File: config.mk
export PLATFORM = sky130hd
export DESIGN_NAME = ctl_div
export DESIGN_NICKNAME = d
export VERILOG_FILES = /design/src/rtl/core/ctl_pkg.sv /design/src/rtl/core/ctl_div.sv
export SDC_FILE = /design/constraint.sdc
export NUM_CORES = 1
export LEC_CHECK = 0
export BUFFER_PORTS_ARGS = -buffer_cell sky130_fd_sc_hd__buf_2
export CAP_MARGIN = 20
export CORE_UTILIZATION = 28
export DETAILED_ROUTE_END_ITERATION = 10
export PLACE_DENSITY = 0.47
export SLEW_MARGIN = 20
export SYNTH_ARGS = -nofsm -noshare
export SYNTH_HDL_FRONTEND = slang
export SYNTH_SLANG_ARGS = --single-unit
File: constraint.sdc
create_clock -name clk -period 9 [get_ports clk]
set_input_delay 0.45 -clock clk [delete_from_list [all_inputs] [get_ports clk]]
set_output_delay 0.45 -clock clk [all_outputs]
set_load 0.01 [all_outputs]
File: src/rtl/core/ctl_pkg.sv
`default_nettype none

package ctl_pkg;

    localparam int SETS      = 64;
    localparam int WAYS      = 4;
    localparam int SET_W     = $clog2(SETS);
    localparam int WAY_W     = $clog2(WAYS);
    localparam int ENTRY_AW  = SET_W + WAY_W;
    localparam int ENTRIES   = SETS * WAYS;

    localparam int ADDR_W    = 32;
    localparam int CNT_MOD_W = 7;
    localparam int BSL_W     = 4;

    // divider retires this many quotient bits per cycle
    localparam int DIV_STEPS  = 4;
    localparam int DIV_CYCLES = ADDR_W / DIV_STEPS;
    localparam int DIV_CNT_W  = $clog2(DIV_CYCLES);

    localparam int IN_DATA_W  = 80;
    localparam int OUT_DATA_W = 48;
    localparam int CFG_IDX_W  = 2;
    localparam int CFG_DATA_W = 7;

    localparam logic CMD_LOOKUP = 1'b0;
    localparam logic CMD_WRITE  = 1'b1;

    localparam logic [CFG_IDX_W-1:0] CFG_BLOCK_SIZE_LOG   = 2'd0;
    localparam logic [CFG_IDX_W-1:0] CFG_INTERLEAVED_MODE = 2'd1;
    localparam logic [CFG_IDX_W-1:0] CFG_MODULE_COUNT     = 2'd2;

    typedef struct packed {
        logic [ADDR_W-1:0] tag;
        logic [2:0]        state;
        logic              prefetched;
        logic [ADDR_W-1:0] transient;
        logic              lock;
    } entry_t;

endpackage

`default_nettype wire

File: src/rtl/core/ctl_div.sv
`default_nettype none

// Restoring divider, DIV_STEPS quotient bits per cycle. Only the low SET_W
// quotient bits are kept. A zero divisor divides as one.
module ctl_div
    import ctl_pkg::*;
(
    input  wire logic                 clk,
    input  wire logic                 rst_n,
    input  wire logic                 start,
    input  wire logic [ADDR_W-1:0]    dividend,
    input  wire logic [CNT_MOD_W-1:0] divisor,
    output logic                      done,
    output logic [SET_W-1:0]          quotient
);

    logic                 busy_reg;
    logic                 done_reg;
    logic [DIV_CNT_W-1:0] cnt_reg;
    logic [ADDR_W-1:0]    dvd_reg;
    logic [CNT_MOD_W-1:0] dsr_reg;
    logic [CNT_MOD_W-1:0] rem_reg;
    logic [SET_W-1:0]     quot_reg;

    logic [ADDR_W-1:0]    dvd_next;
    logic [CNT_MOD_W-1:0] rem_next;
    logic [SET_W-1:0]     quot_next;

    always_comb
    begin
        logic [CNT_MOD_W:0] trial;
        dvd_next  = dvd_reg;
        rem_next  = rem_reg;
        quot_next = quot_reg;
        for (int i = 0; i < DIV_STEPS; i++)
        begin
            trial    = {rem_next, dvd_next[ADDR_W-1]};
            dvd_next = {dvd_next[ADDR_W-2:0], 1'b0};
            if (trial >= {1'b0, dsr_reg})
            begin
                trial     = trial - {1'b0, dsr_reg};
                quot_next = {quot_next[SET_W-2:0], 1'b1};
            end
            else
            begin
                quot_next = {quot_next[SET_W-2:0], 1'b0};
            end
            rem_next = trial[CNT_MOD_W-1:0];
        end
    end

    always_ff @(posedge clk or negedge rst_n)
    begin
        if (!rst_n)
        begin
            busy_reg <= 1'b0;
            done_reg <= 1'b0;
            cnt_reg  <= '0;
        end
        else
        begin
            done_reg <= 1'b0;
            if (start)
            begin
                busy_reg <= 1'b1;
                cnt_reg  <= '0;
            end
            else if (busy_reg)
            begin
                cnt_reg <= cnt_reg + 1'b1;
                if (cnt_reg == DIV_CNT_W'(DIV_CYCLES - 1))
                begin
                    busy_reg <= 1'b0;
                    done_reg <= 1'b1;
                end
            end
        end
    end

    always_ff @(posedge clk)
    begin
        if (start)
        begin
            dvd_reg  <= dividend;
            dsr_reg  <= (divisor == '0) ? CNT_MOD_W'(1) : divisor;
            rem_reg  <= '0;
            quot_reg <= '0;
        end
        else if (busy_reg)
        begin
            dvd_reg  <= dvd_next;
            rem_reg  <= rem_next;
            quot_reg <= quot_next;
        end
    end

    assign done     = done_reg;
    assign quotient = quot_reg;

endmodule

`default_nettype wire

---- After elaboration in Yosys (flattened, before gate mapping) ----
Cells that the tools add are included.
storage, ports and cells
  bits in registers ....................... 57
  input port bits ......................... 42
  output and inout port bits .............. 7
operators by class
  $add $sub $neg .......................... 5
  magnitude comparators ................... 4
  eq/ne operators ......................... 1
  multiplexer cells ....................... 18
  reductions and logical operators ........ 2
operators with widths
  cell                   number
  $mux W32               2
  $ge A8 B7 Y1           4
  $mux W7                4
  $sub A7 B7 Y7          4
  $mux W1                10
  $logic_not A7 Y1       1
  $mux W3                2
  $add A3 B1 Y3 const B  1
  $eq A3 B3 Y1 const B   1
  $reduce_bool A2 Y1     1

---- Depth between registers and ports, before layout ----
Gate-level depths: netlist (run 1).
  depth after elaboration ................. 8
  mapped depth ............................ 35
  depth with buffers taken out ............ 34

---- Worst setup path before layout (run 1) ----
Ideal clock, no wire load.
  path type ............................... reg2reg
  from .................................... register dsr_reg[1]
  to ...................................... register rem_reg[0]
  setup time .............................. 146 ps
  data arrival time ....................... 7592 ps
  data required time ...................... 8854 ps
  setup slack ............................. 1262 ps
  stages on the path, launching flop included .. 33
  path buffers ............................ 2
  period minus slack after synthesis ...... 7738 ps
  cell sequence ........................... edfxtp_1 inv_1 fa_1 a211oi_2 o21ai_2 a41o_1 buf_2 mux2_2 ha_1 nor2b_1 o31a_1 o31a_1 a211oi_4 nand2_1 mux2i_1 ha_1 nor2b_1 o31a_1 o31a_1 a2111oi_4 and4_1 nor2_1 o21ai_0 fa_1 nor2b_1 o21ai_0 a21boi_0 o21ai_0 nand3b_1 a21oi_1 and3_4 buf_6 a311oi_2
between the ends
  cells in the longest elaborated chain, start to end .. 8
ends and longest elaborated chain
  item                                           RTL line                      source
  start: declaration                             ctl_div.sv:21                 logic [CNT_MOD_W-1:0] dsr_reg;
  start signal: assignment                       ctl_div.sv:85                 dsr_reg <= (divisor == '0) ? CNT_MOD_W'(1) : divisor;
  $sub A7 B7 Y7 or $ge A8 B7 Y1 (tied branches)  ctl_div.sv:41, ctl_div.sv:39
  $mux W7                                        ctl_div.sv:39                 if (trial >= {1'b0, dsr_reg})
  $sub A7 B7 Y7 or $ge A8 B7 Y1 (tied branches)  ctl_div.sv:41, ctl_div.sv:39
  $mux W7                                        ctl_div.sv:39
  $sub A7 B7 Y7 or $ge A8 B7 Y1 (tied branches)  ctl_div.sv:41, ctl_div.sv:39
  $mux W7                                        ctl_div.sv:39
  $ge A8 B7 Y1 (*)                               ctl_div.sv:39
  $mux W7 (*)                                    ctl_div.sv:39
  end signal: assignment                         ctl_div.sv:92                 rem_reg <= rem_next;
  end: declaration                               ctl_div.sv:22                 logic [CNT_MOD_W-1:0] rem_reg;
Mark *: on every way between the ends. The rest lies on a longest branch, timed or not.
A chain may end at the register's enable or synchronous reset.

---- Worst setup path after layout (run 1) ----
  from .................................... register dsr_reg[1]
  to ...................................... register rem_reg[3]
between the ends
  cells in the longest elaborated chain, start to end .. 8
ends and longest elaborated chain
  item                                           RTL line
  $sub A7 B7 Y7 or $ge A8 B7 Y1 (tied branches)  ctl_div.sv:41, ctl_div.sv:39
  $mux W7                                        ctl_div.sv:39
  $sub A7 B7 Y7 or $ge A8 B7 Y1 (tied branches)  ctl_div.sv:41, ctl_div.sv:39
  $mux W7                                        ctl_div.sv:39
  $ge A8 B7 Y1 or $sub A7 B7 Y7 (tied branches)  ctl_div.sv:39, ctl_div.sv:41
  $mux W7                                        ctl_div.sv:39
  $sub A7 B7 Y7 or $ge A8 B7 Y1 (tied branches)  ctl_div.sv:41, ctl_div.sv:39
  $mux W7 (*)                                    ctl_div.sv:39
Marks and branches as above.

==> results of run 1 <==
## placed cells by master (no fill, tap or decap), types with 3 or more instances in the layout
cell	instances
dfrtp_1	5
o21a_1	6
fa_1	4
a21o_1	9
a211oi_1	7
and2_1	6
nand4_1	3
buf_2	48
clkinv_2	3
mux2_2	32
o21bai_1	5
a22oi_1	3
inv_1	25
o31a_1	4
nor2_1	28
buf_4	4
clkbuf_16	11
nor3_1	7
a21oi_1	7
nor2b_1	8
xnor2_1	8
a31oi_1	4
ha_1	30
dfxtp_1	13
nand3_1	12
a21boi_0	3
mux2i_1	6
o21ai_0	18
nand2b_1	3
edfxtp_1	39
nand2_1	14
a311oi_1	4
## through the flow
stage	setup slack (ps)	cells	utilization, %	hold WS, ps
detailed placement	461	586	31.6	272
CTS	444	603	33.8	308
global placement	713	586	31.6	270
global route	74.5	603	33.8	314
finish	646	603	33.8	321
floorplan	1260	374	-	154
## how the worst max path moves through the flow
stage                          start          to  slack (ps)  cells past startpoint
after global placement    dsr_reg[1]  rem_reg[0]         710                     30
final                     dsr_reg[1]  rem_reg[3]         650                     30
after CTS                 dsr_reg[1]  rem_reg[3]         440                     30
after floorplan           dsr_reg[1]  rem_reg[0]        1260                     32
after detailed placement  dsr_reg[1]  rem_reg[3]         460                     30
after global routing      dsr_reg[1]  rem_reg[4]          70                     30
## worst max-delay path, delay by kind of cell (launching register included)
kind,cells,cell delay (ps)
DFF,1,480
and+or+nand+nor,8,1420
muxes,2,620
AOI/OAI and AO/OA,15,4020
buffers and inverters,1,200
adders and majority gates,4,1450
## final cells by class
type                            instances  area, um2  area share [%]
Multi-Input combinational cell        272       2240            47.7
Tap cell                              180        225            4.80
Inverter                               25       93.8            2.00
Clock inverter                          4       21.3           0.453
Sequential cell                        57       1560            33.2
Timing Repair Buffer                   53        280            5.97
Clock buffer                           12        279            5.94
## layer usage
layer  up-vias  share of wire, %
met5         -                 0
met4         0               2.7
met3        16               4.9
met2        87                49
met1      1428                43
li1       1497                 -
## what timing repair did
item                                    4_1_cts  5_1_grt
hold buffers                                  1        0
resized for setup                             0        1
endpoints found under the hold margin         5        0
endpoints found under the setup margin        0        8
## kinds of logic (layout without fill, tap and decap cells)
kind of cell | Yosys count | after routing | share of synthesized area [%]
simple gates | 96 | 96 | 12.7
flops | 57 | 57 | 39.1
mux | 38 | 38 | 10.6
buf+inv | 45 | 94 | 4.84
fa+ha+maj | 34 | 34 | 11.4
compound gates | 95 | 95 | 19.5
xor+xnor | 9 | 9 | 1.98
==> out/summary.txt, run 1 <==
DIE AREA - 0.0147 mm2
RSZ-0062 raised after global routing - no
final antenna-violating net count - 0
r2r setup slk - 650 ps
largest net degree at the start of global routing - 59
vias - 3028
Tot GR Track Use - 13.9%
Post-synth EDFFs - 39
CP peak stage delay - 500 ps
Synth Warn # - 0
synth cell count leaders - 39 x edfxtp_1, 32 x mux2_2, 30 x ha_1
Cell variety after synth - 65
met2 Usage GRT - 23.1%
clock sinks - 57
DR WL/cell - 15.9 um
vias in the first global route - 3027
Arr. time, crit path - 8510 ps
Max Clk Rate - 0.120 GHz
syn nets - 450
worst-margin pin slew - 1010 ps
Slew Limit Fails - 0
WHS Endpoint - dsr_reg[4]
# H-tree levels - 3
slowest CP cell - fa_1
post-route cell area - 0.00469 mm2
reg-to-reg startpoint - dsr_reg[1]
synth top area cells - edfxtp_1 29%, ha_1 9.4%, mux2_2 9.0%
Die H - 121 um
max cap viols - 0
drt drc - 0
dpl hpwl - 7.33 mm
Async SR Flop Fraction - 8.77%
clk slew on worst S/H paths - 50 ps
crit path capture type - flip-flop
final WL - 9.61 mm
fillers - 1434
Netlist Area Pre-Place - 0.00398 mm2
clk buf depth - 2
first-pass GRT wire length - 15.5 mm
Post-CTS Setup Repair Bufs - 0
Startpoint Class - flip-flop
Max Clock Skew - 10.6 ps
Ant. Diodes - 0
max FFs per register - 32
post-synth top area cell - edfxtp_1
port buffer count - 48
grt ovf - 0
FP Rows - 43
met1 layer usage reported by global route - 16.5%
Post-Syn Area per Cell - 10.7 um2
FF-to-FF path depth - 30
Core Footprint - 0.0139 mm2
number of I/O pins - 49
setup TNS - 0 ps
Final period util - 92.8%
dominant synthesized flop cell - edfxtp_1
sequential cell area fraction in the yosys report - 39.1%
Crit path required time - 9150 ps
Synth top area share - 29.4%
number of synthesized register bits - 57
hold path depth - 1
Cells after Synth - 374
GPL Wtd Cong - 0.900
hold crit path type - input port to flip-flop
# setup viols final - 0
area growth from synthesis to final layout - 17.8%
nets@finish - 494
Die Wd - 121 um
outcome - finished clean
Clock Latency Late Sink - 330 ps
CTS tree - built
Final min period - 8350 ps
share of cells above drive strength 1 - 27.4%
most common cell in the netlist - edfxtp_1
Via density - 5.02
initial antenna violation count - 0
most used cell, CP - o31a_1
initial core utilization - 28.7%
final hold viol count - 0
Slew headroom - 32.5%
DRT iter0 DRCs - 127
placed cell areas - 0.00438 mm2
drt first pass iters - 6
r2r endpoint - rem_reg[3]
cts bufs inserted - 9
root buffer cell - clkbuf_16
met3 usage - 3.71%
busiest grt layer - met2
origin of the worst min-delay path - divisor[4]
crit path kind - flip-flop to flip-flop
Max FO, Critical Path - 9
Power of run 1 is not shown: default switching activity piles up to over one toggle a cycle in this logic, so the estimate is an artifact.
==> run 2, diff against run 1 <==
--- a/config.mk
+++ b/config.mk
@@ -7,6 +7,7 @@
 export LEC_CHECK = 0
 export BUFFER_PORTS_ARGS = -buffer_cell sky130_fd_sc_hd__buf_2
 export CAP_MARGIN = 20
+export CORE_ASPECT_RATIO = 0.6
 export CORE_UTILIZATION = 28
 export DETAILED_ROUTE_END_ITERATION = 10
 export PLACE_DENSITY = 0.47
==> run 2 against run 1 <==
Effect of this change:
- sequential cell count is the same
- wire length up 2.4%
- final cell count grew 2.5%
- count of clock-buffer cells in the layout down 2
- critical path depth grew 2
- global-route usage is essentially flat
- via count is 1.7% lower
==> out/summary.txt, run 2 (synthesis gave the netlist of run 1 again) <==
outcome - finished clean (unchanged)
slowest CP cell - fa_1 (unchanged)
Slew headroom - 48.1% (was 32.5%)
clk buf depth - 2 (unchanged)
crit path kind - flip-flop to flip-flop (unchanged)
Max Clk Rate - 0.121 GHz (was 0.120 GHz)
commonest non-fill, non-tap cell in the layout - buf_2 (unchanged)
Tot GR Track Use - 13.9% (about the same)
dpl hpwl - 7.62 mm (was 7.33 mm)
most frequent cells in the layout - 48 x buf_2, 39 x edfxtp_1, 32 x mux2_2, 30 x ha_1, 28 x nor2_1 (unchanged)
area growth from synthesis to final layout - 19.0% (was 17.8%)
GPL Wtd Cong - 0.901 (was 0.900)
largest net degree at the start of global routing - 36 (was 59)
initial core utilization - 29.0% (was 28.7%)
vias in the first global route - 2706 (was 3027)
cts bufs inserted - 9 (unchanged)
hold crit path type - input port to flip-flop (unchanged)
DIE AREA - 0.0147 mm2 (about the same)
CP bufs+invs - 3 (was 1)
CTS tree - built (unchanged)
Arr. time, crit path - 8420 ps (was 8510 ps)
Ant. Diodes - 0 (unchanged)
FP Rows - 33 (was 43)
Clock Latency Late Sink - 320 ps (was 330 ps)
final core occ - 34.5% (was 33.8%)
nets@finish - 497 (was 494)
Crit path required time - 9180 ps (was 9150 ps)
clock sinks - 57 (unchanged)
# setup viols final - 0 (unchanged)
first-pass GRT wire length - 15.3 mm (was 15.5 mm)
max cap viols - 0 (unchanged)
Startpoint Class - flip-flop (unchanged)
drt drc - 0 (unchanged)
most used cell, CP - o31a_1 (unchanged)
number of I/O pins - 49 (unchanged)
vias - 2977 (was 3028)
crit-path leading delay family - compound AO/OA/AOI/OAI gates (unchanged)
Max Clock Skew - 6.17 ps (was 10.6 ps)
worst-margin pin slew - 778 ps (was 1010 ps)
Max FO, Critical Path - 9 (unchanged)
final antenna-violating net count - 0 (unchanged)
root buffer cell - clkbuf_16 (unchanged)
Die Wd - 156 um (was 121 um)
drt first pass iters - 4 (was 6)
max FFs per register - 32 (unchanged)
crit path capture type - flip-flop (unchanged)
Final min period - 8240 ps (was 8350 ps)
DRT iter0 DRCs - 152 (was 127)
share of cells above drive strength 1 - 27.7% (was 27.4%)
Final period util - 91.5% (was 92.8%)
Slew Limit Fails - 0 (unchanged)
Die H - 94.4 um (was 121 um)
port buffer count - 48 (unchanged)
Core Footprint - 0.0137 mm2 (was 0.0139 mm2)
setup TNS - 0 ps (unchanged)
Via density - 4.82 (was 5.02)
worst hold margin - 323 ps (was 321 ps)
CP peak stage delay - 510 ps (was 500 ps)
initial antenna violation count - 0 (unchanged)
final WL - 9.84 mm (was 9.61 mm)
clk slew on worst S/H paths - 50 ps (about the same)
final hold viol count - 0 (unchanged)
# H-tree levels - 3 (unchanged)
grt ovf - 0 (unchanged)
DR WL/cell - 15.9 um (about the same)
RSZ-0062 raised after global routing - no (unchanged)
run 2: final timing paths:
kind / startpoint / end / slack (ps) / depth (start not counted)
worst max-delay path: dsr_reg[1] / rem_reg[3] / 760 / 32
worst min-delay path: divisor[4] / dsr_reg[4] / 320 / 1
worst max register to register: dsr_reg[1] / rem_reg[3] / 760 / 32
worst min register to register: quotient[3] / quotient[3] / 480 / 2
max in group asynchronous: rst_n / cnt_reg[1] / 8390 / 2
min in group asynchronous: rst_n / cnt_reg[2] / 480 / 2
run 2: timing repair:
action | in CTS | in global routing
endpoints found under the hold margin | 5 | 0
hold buffers | 1 | 0
gates resized for setup | 0 | 1
buffers inserted | 0 | 3
setup endpoints to repair | 0 | 8
run 2: metrics by stage:
step	instances	cell area [um2]	setup WS (ps)
6_report	618	4740	762
5_1_grt	618	4740	128
4_1_cts	615	4720	597
3_5_place_dp	598	4400	639
3_3_place_gp	598	4400	838
2_1_floorplan	374	3980	1260
run 2: area by class of cell:
type	count	area, um2
Inverter	25	93.8
Sequential cell	57	1560
Multi-Input combinational cell	272	2230
Clock inverter	6	82.6
Timing Repair Buffer	56	303
Tap cell	192	240
Fill cell	1398	9010
Clock buffer	10	229
run 2: metal layers:
metal  global-route usage [%]  share of wire [%]
met1                     21.8                 54
met2                     16.7                 36
met3                     5.69                9.5
met4                     2.94               0.75
met5                        0                  0
run 2: worst register-to-register path, delay by kind of cell, from the launching register on:
kind            cells  cell delay, ps
fa+ha+maj           4            1470
flops               1             480
buf+inv             3             580
compound gates     15            3590
mux                 2             550
simple gates        8            1420
Power of run 2 is left out for the same reason.
